## config.mk

```make
export PLATFORM = sky130hd
export DESIGN_NAME = line_follow_pid_drive
export DESIGN_NICKNAME = d
export VERILOG_FILES = /design/src/hdl/lfp_pkg.sv /design/src/hdl/lfp_div.sv /design/src/hdl/lfp_front.sv /design/src/hdl/lfp_queue.sv /design/src/hdl/lfp_back.sv /design/src/hdl/line_follow_pid_drive.sv
export SDC_FILE = /design/constraint.sdc
export NUM_CORES = 2
export LEC_CHECK = 0
export ABC_AREA = 1
export ABC_CLOCK_PERIOD_IN_PS = 8900
export BUFFER_PORTS_ARGS = -buffer_cell sky130_fd_sc_hd__buf_2
export CORE_ASPECT_RATIO = 0.5
export CORE_UTILIZATION = 39
export DETAILED_ROUTE_END_ITERATION = 6
export SLEW_MARGIN = 30
export SYNTH_ARGS = -nofsm -noshare
export SYNTH_HDL_FRONTEND = slang
export SYNTH_HIERARCHICAL = 1
export SYNTH_SLANG_ARGS = --single-unit
```

## constraint.sdc

```tcl
create_clock -name clk -period 8.9 [get_ports clk]
set_input_delay 0 -clock clk [delete_from_list [all_inputs] [get_ports clk]]
set_output_delay 0 -clock clk [all_outputs]
set_load 0.01 [all_outputs]
```

## src/hdl/lfp_pkg.sv

```systemverilog
package lfp_pkg;

  // Sensor width default and register reset values
  localparam int ADC_BITS_DEF = 10;
  localparam logic [63:0]        THRESH_RESET = 64'd549890400768;
  localparam logic signed [15:0] PROP_RESET   = 16'sd256;
  localparam logic signed [15:0] INTEG_RESET  = 16'sd0;
  localparam logic signed [15:0] DERIV_RESET  = 16'sd0;
  localparam logic signed [7:0]  BASE_RESET   = 8'sd40;
  localparam logic signed [7:0]  MIN_RESET    = 8'sd0;
  localparam logic signed [7:0]  MAX_RESET    = 8'sd100;

  // Register indexes
  localparam int REG_IDX_W = 3;
  localparam logic [REG_IDX_W-1:0] REG_THRESH = 3'd0;
  localparam logic [REG_IDX_W-1:0] REG_PROP   = 3'd1;
  localparam logic [REG_IDX_W-1:0] REG_INTEG  = 3'd2;
  localparam logic [REG_IDX_W-1:0] REG_DERIV  = 3'd3;
  localparam logic [REG_IDX_W-1:0] REG_BASE   = 3'd4;
  localparam logic [REG_IDX_W-1:0] REG_MIN    = 3'd5;
  localparam logic [REG_IDX_W-1:0] REG_MAX    = 3'd6;

  // Steering error codes
  localparam logic signed [1:0] ERR_LEFT   = 2'sb01;
  localparam logic signed [1:0] ERR_CENTER = 2'sb00;
  localparam logic signed [1:0] ERR_RIGHT  = 2'sb11;

  // Datapath widths
  localparam int ELAPSED_W = 16;
  localparam int DIV_W     = 48;  // |integ_gain * integral| < 2^47
  localparam int DIVISOR_W = 16;
  localparam int PAIRS_W   = 5;
  localparam int DMAG_W    = 26;  // |deriv_gain * delta * 1000| < 2^26
  localparam int DNUM_W    = DMAG_W + 1;
  localparam int QI_W      = 38;
  localparam int QD_W      = DMAG_W + 1;
  localparam int CORR_W    = 40;
  localparam int SPEED_W   = 41;

  localparam logic [DIVISOR_W-1:0] MS_PER_S    = 16'd1000;
  localparam logic [PAIRS_W-1:0]   INTEG_PAIRS = PAIRS_W'(DIV_W / 2);
  localparam logic [PAIRS_W-1:0]   DERIV_PAIRS = PAIRS_W'(DMAG_W / 2);

  // x / 100 == (x * 5243) >> 19 for x < 2^15
  localparam logic [12:0] CENT_RECIP = 13'd5243;
  localparam int          CENT_SHIFT = 19;

  // One classified item between front and back
  typedef struct packed {
    logic [3:0]           line_bits;
    logic [1:0]           err;
    logic [2:0]           delta;
    logic [ELAPSED_W-1:0] elapsed;
    logic                 step;
  } lfp_item_t;

  typedef struct packed {
    logic                 start;
    logic [DIV_W-1:0]     dividend;
    logic [DIVISOR_W-1:0] divisor;
    logic [PAIRS_W-1:0]   pairs;
  } div_req_t;

  // |percent| * 255 / 100, held at 255
  function automatic logic [7:0] duty_of(input logic [7:0] mag);
    logic [15:0] scaled;
    logic [28:0] prod;
    logic [9:0]  q;
    scaled = {mag, 8'd0} - {8'd0, mag};
    prod   = 29'(scaled) * 29'(CENT_RECIP);
    q      = prod[28:CENT_SHIFT];
    return (q > 10'd255) ? 8'hFF : q[7:0];
  endfunction

endpackage

```

## src/hdl/lfp_div.sv

```systemverilog
// Unsigned restoring divider, two quotient bits per cycle.
// Dividend comes MSB-aligned over 'pairs' bit pairs; dq holds the quotient when done is high.
module lfp_div (
  input  logic                         clk,
  input  logic                         rst,
  input  lfp_pkg::div_req_t            req,
  output logic                         done,
  output logic [lfp_pkg::DIV_W-1:0]    quotient
);

  localparam int W  = lfp_pkg::DIV_W;
  localparam int DW = lfp_pkg::DIVISOR_W;

  logic [W-1:0]                 dq;
  logic [DW-1:0]                rem;
  logic [DW-1:0]                dv;
  logic [lfp_pkg::PAIRS_W-1:0]  cnt;
  logic                         busy;

  logic [DW:0]   r1, r2;
  logic          ge1, ge2;
  logic [DW-1:0] r1n, r2n;
  logic [W-1:0]  dq1, dq2;

  always_comb begin
    r1  = {rem, dq[W-1]};
    ge1 = (r1 >= {1'b0, dv});
    r1n = ge1 ? DW'(r1 - {1'b0, dv}) : r1[DW-1:0];
    dq1 = {dq[W-2:0], ge1};
    r2  = {r1n, dq1[W-1]};
    ge2 = (r2 >= {1'b0, dv});
    r2n = ge2 ? DW'(r2 - {1'b0, dv}) : r2[DW-1:0];
    dq2 = {dq1[W-2:0], ge2};
  end

  always_ff @(posedge clk) begin
    if (rst) begin
      busy <= 1'b0;
      done <= 1'b0;
      cnt  <= '0;
    end else begin
      done <= 1'b0;
      if (req.start) begin
        busy <= 1'b1;
        cnt  <= req.pairs;
      end else if (busy) begin
        cnt <= cnt - 1'b1;
        if (cnt == lfp_pkg::PAIRS_W'(1)) begin
          busy <= 1'b0;
          done <= 1'b1;
        end
      end
    end
  end

  always_ff @(posedge clk) begin
    if (req.start) begin
      dq  <= req.dividend;
      rem <= '0;
      dv  <= req.divisor;
    end else if (busy) begin
      dq  <= dq2;
      rem <= r2n;
    end
  end

  assign quotient = dq;

endmodule

```

## src/hdl/lfp_front.sv

```systemverilog
// Threshold compare, steering error and step classification per item.
module lfp_front #(
  parameter int ADC_BITS = lfp_pkg::ADC_BITS_DEF
) (
  input  logic                            clk,
  input  logic                            rst,
  input  logic [4*ADC_BITS-1:0]           thresholds,
  input  logic                            sample_valid,
  output logic                            sample_ready,
  input  logic [ADC_BITS-1:0]             sample_outer_left,
  input  logic [ADC_BITS-1:0]             sample_inner_left,
  input  logic [ADC_BITS-1:0]             sample_inner_right,
  input  logic [ADC_BITS-1:0]             sample_outer_right,
  input  logic [lfp_pkg::ELAPSED_W-1:0]   elapsed_ms,
  output logic                            push_valid,
  input  logic                            push_ready,
  output lfp_pkg::lfp_item_t              push_item
);

  logic signed [1:0] last_err;
  logic              started;
  logic [3:0]        bits;
  logic signed [1:0] err;
  logic signed [2:0] delta;

  always_comb begin
    bits[0] = sample_outer_left  < thresholds[0*ADC_BITS +: ADC_BITS];
    bits[1] = sample_inner_left  < thresholds[1*ADC_BITS +: ADC_BITS];
    bits[2] = sample_inner_right < thresholds[2*ADC_BITS +: ADC_BITS];
    bits[3] = sample_outer_right < thresholds[3*ADC_BITS +: ADC_BITS];
    unique case (bits[2:1])
      2'b01:   err = lfp_pkg::ERR_LEFT;
      2'b10:   err = lfp_pkg::ERR_RIGHT;
      2'b11:   err = lfp_pkg::ERR_CENTER;
      default: err = last_err;
    endcase
    delta = 3'(err) - 3'(last_err);
    push_item.line_bits = bits;
    push_item.err       = err;
    push_item.delta     = delta;
    push_item.elapsed   = elapsed_ms;
    push_item.step      = started && (elapsed_ms != '0);
  end

  assign push_valid   = sample_valid;
  assign sample_ready = push_ready;

  always_ff @(posedge clk) begin
    if (rst) begin
      last_err <= lfp_pkg::ERR_CENTER;
      started  <= 1'b0;
    end else if (sample_valid && push_ready) begin
      last_err <= err;
      started  <= 1'b1;
    end
  end

endmodule

```

## src/hdl/lfp_queue.sv

```systemverilog
// Two-entry item FIFO between front and back.
module lfp_queue (
  input  logic               clk,
  input  logic               rst,
  input  logic               push_valid,
  output logic               push_ready,
  input  lfp_pkg::lfp_item_t push_item,
  output logic               pop_valid,
  input  logic               pop_ready,
  output lfp_pkg::lfp_item_t pop_item
);

  localparam int DEPTH = 2;
  localparam int PTR_W = $clog2(DEPTH);

  lfp_pkg::lfp_item_t mem [DEPTH];
  logic [PTR_W-1:0]   wr_ptr, rd_ptr;
  logic [PTR_W:0]     count;
  logic               do_push, do_pop;

  assign push_ready = (count != (PTR_W + 1)'(DEPTH));
  assign pop_valid  = (count != '0);
  assign do_push    = push_valid && push_ready;
  assign do_pop     = pop_valid && pop_ready;
  assign pop_item   = mem[rd_ptr];

  always_ff @(posedge clk) begin
    if (rst) begin
      wr_ptr <= '0;
      rd_ptr <= '0;
      count  <= '0;
    end else begin
      if (do_push) wr_ptr <= wr_ptr + 1'b1;
      if (do_pop)  rd_ptr <= rd_ptr + 1'b1;
      if (do_push && !do_pop)      count <= count + 1'b1;
      else if (do_pop && !do_push) count <= count - 1'b1;
    end
  end

  always_ff @(posedge clk) begin
    if (do_push) mem[wr_ptr] <= push_item;
  end

endmodule

```

## src/hdl/lfp_back.sv

```systemverilog
// PID sequencer: integral, products, two divisions (stepping items only), sum, clamp, drive.
module lfp_back (
  input  logic                clk,
  input  logic                rst,
  input  logic                item_valid,
  output logic                item_ready,
  input  lfp_pkg::lfp_item_t  item,
  input  logic signed [15:0]  prop_gain,
  input  logic signed [15:0]  integ_gain,
  input  logic signed [15:0]  deriv_gain,
  input  logic signed [7:0]   base_speed,
  input  logic signed [7:0]   min_speed,
  input  logic signed [7:0]   max_speed,
  output logic                drive_valid,
  input  logic                drive_ready,
  output logic [3:0]          line_bits,
  output logic signed [1:0]   steer_error,
  output logic                left_forward,
  output logic [7:0]          left_duty,
  output logic                right_forward,
  output logic [7:0]          right_duty
);

  localparam int W    = lfp_pkg::DIV_W;
  localparam int SW   = lfp_pkg::SPEED_W;
  localparam int CW   = lfp_pkg::CORR_W;
  localparam logic signed [lfp_pkg::DNUM_W-1:0] MS_SCALE = lfp_pkg::DNUM_W'(1000);

  typedef enum logic [8:0] {
    S_IDLE   = 9'b000000001,
    S_MULT   = 9'b000000010,
    S_STARTI = 9'b000000100,
    S_DIVI   = 9'b000001000,
    S_STARTD = 9'b000010000,
    S_DIVD   = 9'b000100000,
    S_SUM    = 9'b001000000,
    S_CLAMP  = 9'b010000000,
    S_OUT    = 9'b100000000
  } state_t;

  state_t state, state_next;

  lfp_pkg::lfp_item_t                    cur;
  logic signed [31:0]                    integral;
  logic signed [31:0]                    integral_next;
  logic signed [W-1:0]                   prod_i;
  logic signed [lfp_pkg::DNUM_W-1:0]     dnum;
  logic signed [lfp_pkg::QI_W-1:0]       qi;
  logic signed [lfp_pkg::QD_W-1:0]       qd;
  logic signed [CW-1:0]                  corr;
  logic signed [15:0]                    sp_l, sp_r;

  lfp_pkg::div_req_t                     req;
  logic                                  div_done;
  logic [W-1:0]                          quotient;

  logic [W-1:0]                          abs_i;
  logic [lfp_pkg::DMAG_W-1:0]            abs_d;
  logic signed [17:0]                    et;
  logic signed [33:0]                    acc;
  logic signed [17:0]                    dgd;
  logic signed [16:0]                    pe;
  logic signed [SW-1:0]                  base_q;
  logic                                  out_free;
  logic [8:0]                            wl, wr;

  function automatic logic signed [15:0] clamp_q(input logic signed [SW-1:0] s,
                                                 input logic signed [7:0]    lo,
                                                 input logic signed [7:0]    hi);
    logic signed [15:0] lo_q, hi_q;
    lo_q = {lo, 8'd0};
    hi_q = {hi, 8'd0};
    priority if (s < SW'(lo_q)) return lo_q;
    else if (s > SW'(hi_q))     return hi_q;
    else                        return s[15:0];
  endfunction

  // {forward, duty} from a clamped Q8.8 speed; percent truncates toward zero
  function automatic logic [8:0] wheel_drive(input logic signed [15:0] sp);
    logic [7:0] pct;
    logic [7:0] mag;
    pct = sp[15:8] + {7'd0, (sp[15] && (sp[7:0] != 8'd0))};
    mag = pct[7] ? 8'(-pct) : pct;
    return {(!pct[7] && (pct != 8'd0)), lfp_pkg::duty_of(mag)};
  endfunction

  lfp_div u_div (
    .clk      (clk),
    .rst      (rst),
    .req      (req),
    .done     (div_done),
    .quotient (quotient)
  );

  always_comb begin
    // integral += e * t, saturated to 32 bits
    unique case ($signed(item.err))
      lfp_pkg::ERR_LEFT:  et = 18'(item.elapsed);
      lfp_pkg::ERR_RIGHT: et = -(18'(item.elapsed));
      default:            et = '0;
    endcase
    acc = 34'(integral) + 34'(et);
    if (acc[33] != acc[31]) integral_next = acc[33] ? 32'sh8000_0000 : 32'sh7FFF_FFFF;
    else                    integral_next = acc[31:0];

    unique case ($signed(cur.delta))
      -3'sd2:  dgd = -(18'(deriv_gain) <<< 1);
      -3'sd1:  dgd = -(18'(deriv_gain));
      3'sd1:   dgd = 18'(deriv_gain);
      3'sd2:   dgd = 18'(deriv_gain) <<< 1;
      default: dgd = '0;
    endcase

    unique case ($signed(cur.err))
      lfp_pkg::ERR_LEFT:  pe = 17'(prop_gain);
      lfp_pkg::ERR_RIGHT: pe = -(17'(prop_gain));
      default:            pe = '0;
    endcase

    abs_i  = prod_i[W-1] ? W'(-prod_i) : W'(prod_i);
    abs_d  = dnum[lfp_pkg::DNUM_W-1] ? lfp_pkg::DMAG_W'(-dnum) : dnum[lfp_pkg::DMAG_W-1:0];
    base_q = SW'($signed({base_speed, 8'd0}));
    out_free = !drive_valid || drive_ready;
    wl = wheel_drive(sp_l);
    wr = wheel_drive(sp_r);
  end

  always_comb begin
    req        = '0;
    state_next = state;
    unique case (state)
      S_IDLE:   if (item_valid) state_next = item.step ? S_MULT : S_SUM;
      S_MULT:   state_next = S_STARTI;
      S_STARTI: begin
        req.start    = 1'b1;
        req.dividend = abs_i;
        req.divisor  = lfp_pkg::MS_PER_S;
        req.pairs    = lfp_pkg::INTEG_PAIRS;
        state_next   = S_DIVI;
      end
      S_DIVI:   if (div_done) state_next = S_STARTD;
      S_STARTD: begin
        req.start    = 1'b1;
        req.dividend = {abs_d, (W - lfp_pkg::DMAG_W)'(0)};
        req.divisor  = cur.elapsed;
        req.pairs    = lfp_pkg::DERIV_PAIRS;
        state_next   = S_DIVD;
      end
      S_DIVD:   if (div_done) state_next = S_SUM;
      S_SUM:    state_next = S_CLAMP;
      S_CLAMP:  state_next = S_OUT;
      S_OUT:    if (out_free) state_next = S_IDLE;
      default:  state_next = S_IDLE;
    endcase
  end

  assign item_ready = (state == S_IDLE);

  always_ff @(posedge clk) begin
    if (rst) begin
      state       <= S_IDLE;
      integral    <= '0;
      drive_valid <= 1'b0;
    end else begin
      state <= state_next;
      if (state == S_IDLE && item_valid && item.step) integral <= integral_next;
      if (state == S_OUT && out_free) drive_valid <= 1'b1;
      else if (drive_ready)           drive_valid <= 1'b0;
    end
  end

  always_ff @(posedge clk) begin
    if (state == S_IDLE && item_valid) cur <= item;
    if (state == S_MULT) begin
      prod_i <= integ_gain * integral;
      dnum   <= lfp_pkg::DNUM_W'(dgd) * MS_SCALE;
    end
    if (state == S_DIVI && div_done) begin
      qi <= prod_i[W-1] ? -$signed({1'b0, quotient[lfp_pkg::QI_W-2:0]})
                        :  $signed({1'b0, quotient[lfp_pkg::QI_W-2:0]});
    end
    if (state == S_DIVD && div_done) begin
      qd <= dnum[lfp_pkg::DNUM_W-1] ? -$signed({1'b0, quotient[lfp_pkg::DMAG_W-1:0]})
                                    :  $signed({1'b0, quotient[lfp_pkg::DMAG_W-1:0]});
    end
    if (state == S_SUM) begin
      corr <= cur.step ? (CW'(pe) + CW'(qi) + CW'(qd)) : '0;
    end
    if (state == S_CLAMP) begin
      sp_l <= clamp_q(base_q - SW'(corr), min_speed, max_speed);
      sp_r <= clamp_q(base_q + SW'(corr), min_speed, max_speed);
    end
    if (state == S_OUT && out_free) begin
      line_bits     <= cur.line_bits;
      steer_error   <= cur.err;
      left_forward  <= wl[8];
      left_duty     <= wl[7:0];
      right_forward <= wr[8];
      right_duty    <= wr[7:0];
    end
  end

endmodule

```

## src/hdl/line_follow_pid_drive.sv

```systemverilog
// Four-sensor PID line follower drive. Each item on the sample channel holds
// four ADC readings and the milliseconds since the previous item; each item
// yields exactly one result on the drive channel: on-line flags, the steering
// error (+1 line left, -1 line right, 0 centered, else the last error) and a
// direction bit plus 0..255 PWM duty for each wheel. The first item after
// reset, or one with elapsed_ms of zero, only records the error and drives
// at the clamped base speed. A stepping item in the back end uses the shared
// radix-4 divider twice, for the integral term over 1000 and the derivative
// term over elapsed_ms; a non-stepping item skips both divisions. The front
// classifies an item in the cycle it arrives and parks it in a two-entry
// queue, so until that queue is full the sample channel keeps taking items
// while the back end works and while a result waits on drive_ready.
// Registers sit on an APB-style port at 8-byte spacing (4-byte when the
// threshold word fits in 32 bits) and may be written only while the block
// is idle.
module line_follow_pid_drive #(
  parameter  int ADC_BITS   = lfp_pkg::ADC_BITS_DEF,
  localparam int THR_W      = 4 * ADC_BITS,
  localparam int DATA_W     = (THR_W > 32) ? 64 : 32,
  localparam int STRIDE_LOG = (DATA_W == 64) ? 3 : 2,
  localparam int ADDR_W     = STRIDE_LOG + lfp_pkg::REG_IDX_W
) (
  input  logic                          clk,
  input  logic                          rst,
  // configuration port
  input  logic                          psel,
  input  logic                          penable,
  input  logic                          pwrite,
  input  logic [ADDR_W-1:0]             paddr,
  input  logic [DATA_W-1:0]             pwdata,
  output logic [DATA_W-1:0]             prdata,
  output logic                          pready,
  // sample channel
  input  logic                          sample_valid,
  output logic                          sample_ready,
  input  logic [ADC_BITS-1:0]           sample_outer_left,
  input  logic [ADC_BITS-1:0]           sample_inner_left,
  input  logic [ADC_BITS-1:0]           sample_inner_right,
  input  logic [ADC_BITS-1:0]           sample_outer_right,
  input  logic [lfp_pkg::ELAPSED_W-1:0] elapsed_ms,
  // drive channel
  output logic                          drive_valid,
  input  logic                          drive_ready,
  output logic [3:0]                    line_bits,
  output logic signed [1:0]             steer_error,
  output logic                          left_forward,
  output logic [7:0]                    left_duty,
  output logic                          right_forward,
  output logic [7:0]                    right_duty
);

  // Configuration registers
  logic [THR_W-1:0]   thresholds;
  logic signed [15:0] prop_gain;
  logic signed [15:0] integ_gain;
  logic signed [15:0] deriv_gain;
  logic signed [7:0]  base_speed;
  logic signed [7:0]  min_speed;
  logic signed [7:0]  max_speed;

  logic [lfp_pkg::REG_IDX_W-1:0] reg_idx;
  logic                          cfg_write;

  // No wait states; the low address bits inside a register slot are ignored
  assign pready    = 1'b1;
  assign reg_idx   = paddr[ADDR_W-1:STRIDE_LOG];
  assign cfg_write = psel && penable && pwrite && pready;

  always_ff @(posedge clk) begin
    if (rst) begin
      thresholds <= lfp_pkg::THRESH_RESET[THR_W-1:0];
      prop_gain  <= lfp_pkg::PROP_RESET;
      integ_gain <= lfp_pkg::INTEG_RESET;
      deriv_gain <= lfp_pkg::DERIV_RESET;
      base_speed <= lfp_pkg::BASE_RESET;
      min_speed  <= lfp_pkg::MIN_RESET;
      max_speed  <= lfp_pkg::MAX_RESET;
    end else if (cfg_write) begin
      unique case (reg_idx)
        lfp_pkg::REG_THRESH: thresholds <= pwdata[THR_W-1:0];
        lfp_pkg::REG_PROP:   prop_gain  <= pwdata[15:0];
        lfp_pkg::REG_INTEG:  integ_gain <= pwdata[15:0];
        lfp_pkg::REG_DERIV:  deriv_gain <= pwdata[15:0];
        lfp_pkg::REG_BASE:   base_speed <= pwdata[7:0];
        lfp_pkg::REG_MIN:    min_speed  <= pwdata[7:0];
        lfp_pkg::REG_MAX:    max_speed  <= pwdata[7:0];
        default: ;  // writes past the register list are dropped
      endcase
    end
  end

  // Read-back, zero-extended raw register bits
  always_comb begin
    unique case (reg_idx)
      lfp_pkg::REG_THRESH: prdata = DATA_W'(thresholds);
      lfp_pkg::REG_PROP:   prdata = DATA_W'($unsigned(prop_gain));
      lfp_pkg::REG_INTEG:  prdata = DATA_W'($unsigned(integ_gain));
      lfp_pkg::REG_DERIV:  prdata = DATA_W'($unsigned(deriv_gain));
      lfp_pkg::REG_BASE:   prdata = DATA_W'($unsigned(base_speed));
      lfp_pkg::REG_MIN:    prdata = DATA_W'($unsigned(min_speed));
      lfp_pkg::REG_MAX:    prdata = DATA_W'($unsigned(max_speed));
      default:             prdata = '0;
    endcase
  end

  // Front -> queue -> back
  logic               push_valid, push_ready;
  lfp_pkg::lfp_item_t push_item;
  logic               pop_valid, pop_ready;
  lfp_pkg::lfp_item_t pop_item;

  // Front tracks the last error and the started flag itself, so each queued
  // item already carries its error, error delta and whether it is a PID step.
  lfp_front #(
    .ADC_BITS (ADC_BITS)
  ) u_front (
    .clk                (clk),
    .rst                (rst),
    .thresholds         (thresholds),
    .sample_valid       (sample_valid),
    .sample_ready       (sample_ready),
    .sample_outer_left  (sample_outer_left),
    .sample_inner_left  (sample_inner_left),
    .sample_inner_right (sample_inner_right),
    .sample_outer_right (sample_outer_right),
    .elapsed_ms         (elapsed_ms),
    .push_valid         (push_valid),
    .push_ready         (push_ready),
    .push_item          (push_item)
  );

  lfp_queue u_queue (
    .clk        (clk),
    .rst        (rst),
    .push_valid (push_valid),
    .push_ready (push_ready),
    .push_item  (push_item),
    .pop_valid  (pop_valid),
    .pop_ready  (pop_ready),
    .pop_item   (pop_item)
  );

  // Back end owns the saturating integral and the output register
  lfp_back u_back (
    .clk           (clk),
    .rst           (rst),
    .item_valid    (pop_valid),
    .item_ready    (pop_ready),
    .item          (pop_item),
    .prop_gain     (prop_gain),
    .integ_gain    (integ_gain),
    .deriv_gain    (deriv_gain),
    .base_speed    (base_speed),
    .min_speed     (min_speed),
    .max_speed     (max_speed),
    .drive_valid   (drive_valid),
    .drive_ready   (drive_ready),
    .line_bits     (line_bits),
    .steer_error   (steer_error),
    .left_forward  (left_forward),
    .left_duty     (left_duty),
    .right_forward (right_forward),
    .right_duty    (right_duty)
  );

endmodule

```

**After elaboration in Yosys (flattened, before gate mapping)**

Memories as Yosys holds them, arrays and structs flattened. A register that Yosys moved wholly into a read port is not among the register bits.
Cells that the tools add are included.

- Bits in read-only memories: 0
- Logic and storage cells: 205
- Latch bits: 0
- Bits in registers: 507
- Memories: 1
- Output and inout port bits: 91
- RAM bits: 52
- Input bits: 133

- Reductions and logical operators: 42
- Shifts and indexed selects: 0
- Multiply operators: 4
- Divide/modulo/power cells: 0
- Equal/unequal tests: 33
- Multiplexer cells: 42
- Add/subtract/negate cells: 27
- $lt $le $gt $ge: 12
- Bitwise gates (word level): 1

Memory list:

| memory | depth | width | read ports | clocked after memory_dff | wr ports | line | RTL |
|---|---|---|---|---|---|---|---|
| u_queue.mem | 2 | 26 | 1 | 1 | 1 | lfp_queue.sv:16 | `lfp_pkg::lfp_item_t mem [DEPTH];` |

Operators with widths:

| operator | count |
|---|---|
| $pmux 40 s7 | 1 |
| $mux 48 | 3 |
| $pmux 70 s2 | 1 |
| $mux 16 | 6 |
| $gt 41x16->1 | 2 |
| $lt 41x16->1 | 2 |
| $pmux 9 s9 | 1 |
| $pmux 18 s4 | 1 |
| $mux 32 | 2 |
| $mul 16x13->29 const B | 2 |
| $mux 26 | 2 |
| $mul 16x32->48 | 1 |
| $neg 48->48 | 1 |
| $add 16x40->41 | 1 |
| $sub 16x40->41 | 1 |
| $add 40x40->40 | 1 |
| $lt 10x10->1 | 4 |
| $add 17x38->39 | 1 |
| $neg 37->38 | 1 |
| $mux 37 | 1 |
| $mux 9 | 4 |
| $neg 16->18 | 2 |
| $pmux 18 s2 | 1 |
| $ge 17x16->1 | 2 |
| 53 further kinds | 117 |

**Longest topological paths before layout**

- Depth after elaboration: 8
- Gate-level depth with buffers: 45
- Depth with buffers taken out: 44

**Modules after synthesis**

The synthesis kept the hierarchy.

Modules (own cells, without submodules):

| module | times used | area an instance (µm²) | sequential area each (µm²) | cells each |
|---|---|---|---|---|
| lfp_back | 1 | 59045.4 | 8618.3 | 7771 |
| lfp_div | 1 | 5811.8 | 2382.3 | 781 |
| line_follow_pid_drive | 1 | 5761.8 | 2242.2 | 928 |
| lfp_queue | 1 | 2219.6 | 1661.6 | 118 |
| lfp_front | 1 | 1457.6 | 60.1 | 242 |

**Worst setup path before layout**

Ideal clock, no wire load.

- Path kind: reg-to-reg
- Start: reg u_back.sp_l[7]
- End: reg u_back.left_duty[1], data pin
- Slack: 1617 ps
- Data arrival time: 6996 ps
- Cell stages (with the launch flop): 35
- Buffers on the path: 0
- Period minus slack after synthesis: 7283 ps
- Required time: 8613 ps
- Cells stage by stage: edfxtp_1 > nor4_1 > a21oi_1 > ha_1 > inv_1 > ha_1 > nand2_4 > nand2_1 > inv_1 > ha_1 > inv_1 > nor2_1 > nand3_2 > nor2_4 > nand2_4 > nand4_1 > xor2_1 > ha_1 > inv_1 > fa_1 > inv_1 > fa_1 > fa_1 > inv_1 > fa_1 > inv_1 > ha_1 > a21oi_1 > inv_1 > a21oi_1 > o21ai_0 > a21oi_1 > nand2_1 > xnor2_1 > nand4_1

- Cells in the longest elaborated chain, start to end: 8

RTL lines:

| element | line | RTL |
|---|---|---|
| start, declared | lfp_back.sv:51 | `logic signed [15:0] sp_l, sp_r;` |
| start signal, assigned | lfp_back.sv:190 | `sp_l <= clamp_q(base_q - SW'(corr), min_speed, max_speed);` |
| $reduce_bool 8->1 (*) | lfp_back.sv:82 | `pct = sp[15:8] + {7'd0, (sp[15] && (sp[7:0] != 8'd0))};` |
| $logic_and 1x1->1 (*) | lfp_back.sv:82 |  |
| $add 8x1->8 (*) | lfp_back.sv:82 |  |
| $neg 8->8 | lfp_back.sv:83 | `mag = pct[7] ? 8'(-pct) : pct;` |
| $mux 8 (*) | lfp_back.sv:83 |  |
| $sub 16x8->16 (*) | lfp_pkg.sv:69 | `scaled = {mag, 8'd0} - {8'd0, mag};` |
| $mul 16x13->29 (*) | lfp_pkg.sv:70 | `prod = 29'(scaled) * 29'(CENT_RECIP);` |
| $gt 10x8->1 | lfp_pkg.sv:72 | `return (q > 10'd255) ? 8'hFF : q[7:0];` |
| end signal, assigned | lfp_back.sv:197 | `left_duty <= wl[7:0];` |
| end, declared | lfp_back.sv:19 | `output logic [7:0] left_duty,` |

Every way passes the cells marked *; elsewhere a longest branch is shown, timed or not.
A chain may end at the register's enable or synchronous reset.

**Worst setup path after layout**

- Start: reg u_back.sp_l[7]
- End: reg u_back.left_duty[7], data pin

The elaborated chain is that of the path after synthesis.

==> impl_results.md <==
- Worst r2r path cells: 32
- Post-synth EDFFs: 375
- Critical path fanouts, max: 8
- Max stage delay on crit path: around 530 ps
- # placed instances: roughly 12000
- DRC: 1
- Pin count of the biggest net entering global routing: between 70 and 80
- Hpwl dp: 171 mm
- Die height: just over 300 um
- H-tree depth: 2
- Post-synth top area share: 19.9%
- Hold Path Cell Cnt: 2
- CTS root buf: clkbuf_16
- Adder-Cell Fraction of Synth Area: roughly 32%
- Iteration-0 DRC Markers: 4283
- Post-synthesis register bit count: 560
- Die area: about 190000 sq um
- Critical Path AT: 8480 ps
- Critical Path Slowest Stage Cell: fa_1
- XOR/XNOR share of the synthesized area: roughly 3%
- Yosys top cell by area: fa_1
- Synthesized area: 74300 sq um
- Clk_lat worst skew: 710 ps
- Post-route minimum period: 8080 ps
- Simple-gate share of the synthesized area: 23.2%
- Clk buf depth: 3
- Syn. warnings: 6
- Failing checks: design-rule violations
- Setup bufs post-CTS: 0
- Relative slew slack: 28.8%
- Tightest Pin Transition: 1060 ps
- Tcrit/Tclk final: roughly nine tenths
- Total of max-cap violations: 0
- Endpoints failing setup: 0
- GRT Total Usage: 22.1%
- Post-layout util: between 40 and 50%
- Count of cell types in the netlist: 68
- LEAKAGE: just over 40 nW
- Crit path launch type: register
- CORE AREA: around 190000 sq um
- Die Width: 619 um
- Fraction of layout cells with a size suffix above 1: 5.74%
- Initial Util: between 30% and 40%
- Peak supply drop: 0.161 mV
- F_max: roughly 0.12 GHz
- Finished Layout Cells: roughly 13000
- Routed len/inst: 17.0 um
- Hold Crit Class: in2reg
- Critical R2R Launch: u_back/sp_l[7]
- Number of port buffers: approximately 170
- Synth async-reset ratio: 0%
- Kind of critical path: reg2reg
- Portion of netlist area occupied by mux cells: 0.495%
- Largest family of logic cells by synthesized area: adder cells
- First-pass GRT wire length: about 340 mm
- CTS tree: built
- Reg2reg end: u_back/left_duty[7]
- Main synth FF type: edfxtp_1
- Number of global-route vias before repair: 63000
- Via count: roughly 63000
- R2R Setup Slk: about 820 ps
- CTS clk-pin slew, worst paths: 80 ps
- Fin Clk Skew: between 30 and 40 ps
- Antenna viol nets, final: 0
- Hold Vio Cnt, Final: 0
- Post-DR vias/cell: 5.06
- Detailed Routing Iterations Pass 1: 7
- Synthesized netlist cell count: 9840
- Placement Rows: roughly 110
- RSZ-0062 raised after global routing: false
- Leading post-synthesis cells by cell area: fa_1 (20%), edfxtp_1 (15%), ha_1 (12%)
- Most common cell in the netlist: nand2_1
- Area Growth Syn to Fin: 8.62%
- Post-synth top cells: nand2_1 (2202), inv_1 (1909), nor2_1 (901), fa_1 (738), ha_1 (735)
- Nets: 11600
- Pre-CTS setup slack: about 560 ps
- Hold EP: u_queue/mem[1][10]
- Element type at the critical path end: register
- Fin worst setup slack: a little over 800 ps
- Status: finished, violations left
- Sequential area share after synthesis: around a fifth
- Layout fillers: 19000
- Cell Pwr Density: 133 nW/um^2
- Setup tns final: 0 ps
- WL final: 212 mm
- Critical Path RT: 9300 ps
- Complex-gate fraction of the synthesized area: 9.02%
- Grt ovf: 0
- Initial antenna violation count: 4
- Num CTS Buffers: 61
- Clock sinks: 560
- GPL Wtd Cong: 0.944
- # IOs: 224
- Pins over their slew limit: 0
- Crit path top cell by count: inv_1
- Synth Area per Inst: 7.55 sq um
- Top delay family on crit path: adder cells
- Hold Crit Start: elapsed_ms[9]
- Crit path buffers/inverters: 7
==> how the worst max path moves through the flow <==
stage | startpoint | endpoint | slack (ps) | cells after the start
global placement | u_back/sp_l[6] | u_back/left_duty[0] | 720 | 32
detailed placement | u_back/sp_l[7] | u_back/left_duty[6] | 560 | 32
floorplan | u_back/sp_l[7] | u_back/left_duty[1] | 1620 | 34
global route | u_back/sp_l[7] | u_back/left_duty[7] | 160 | 34
finish | u_back/sp_l[7] | u_back/left_duty[7] | 820 | 32
CTS | u_back/sp_l[7] | u_back/left_duty[6] | 490 | 32
==> metal layers <==
layer	GRT usage [%]	part of all wire [%]
met1	29.3	45
met2	38.3	48
met3	1.96	4.7
met4	5.91	2.7
met5	0	0
==> stage by stage <==
stage               hold slack [ps]  power [mW]  cell area, sq um
floorplan                      69.1        6.51             74400
global placement                211        7.77             77500
detailed placement              211        7.80             77500
CTS                           0.570        10.8             80600
global route                   41.2        11.5             80700
finish                         43.1        10.7             80700
==> cells in the final DEF (no fill, tap or decap), types with 63 or more instances in the layout <==
cell type,netlist,layout
xnor2_1,67,66
ha_1,735,735
o21ai_0,397,397
nor3_1,135,133
dfxtp_1,185,180
nor2_1,901,895
inv_1,1909,1903
nand4_1,136,136
nand3_1,443,443
buf_2,36,172
clkbuf_16,0,63
edfxtp_1,375,375
xor2_1,192,190
dlygate4sd3_1,0,87
fa_1,738,738
a21oi_1,541,541
buf_4,57,70
nand2_1,2202,2201
==> power by group <==
part           total, mW  switching (mW)  internal, mW  leakage, nW
Clock               2.92            1.22          1.70         1.09
Sequential          3.58           0.490          3.10         4.90
Combinational       4.23            2.77          1.46         35.1
Total               10.7            4.49          6.25         41.1
==> sequential cells by signal (all words and copies together), names as in the netlist, 9 cells and up, named ones only <==
signal	flops
deriv_gain	16
integ_gain	16
u_back/sp_r	16
u_back/u_div/quotient	48
u_back/integral	32
thresholds	40
u_back/u_div/rem	16
u_back/qd	27
u_back/u_div/dv	16
u_back/dnum	24
u_back/state	9
prop_gain	16
u_back/cur	26
u_back/qi	38
u_queue/mem	52
u_back/prod_i	48
u_back/sp_l	16
u_back/corr	40
==> final cells by class <==
type	count	area [sq um]	area share, %
Tap cell	2508	3140	3.89
Timing Repair Buffer	331	2310	2.87
Multi-Input combinational cell	7051	50700	62.8
Clock buffer	73	1610	2.00
Antenna cell	4	10.0	0.0124
Inverter	1943	7300	9.05
Clock inverter	42	652	0.808
Sequential cell	560	15000	18.6
==> logic make-up (layout without fill, tap and decap cells) <==
kind of cell               Yosys count  count (layout)
buffers and inverters             2253            2389
AOI/OAI and AO/OA                 1209            1209
and+or+nand+nor                   4057            4057
muxes                               26              26
DFF                                560             560
xor gates and xnor gates           259             259
adders and majority gates         1473            1473
other                                3              31
==> what timing repair did <==
action                     in CTS  in global routing
gates resized for setup         0                  3
hold buffers                   87                  0
setup endpoints to repair       0                  8
hold endpoints to repair      193                  0
Power figures use the tool's default switching activity.
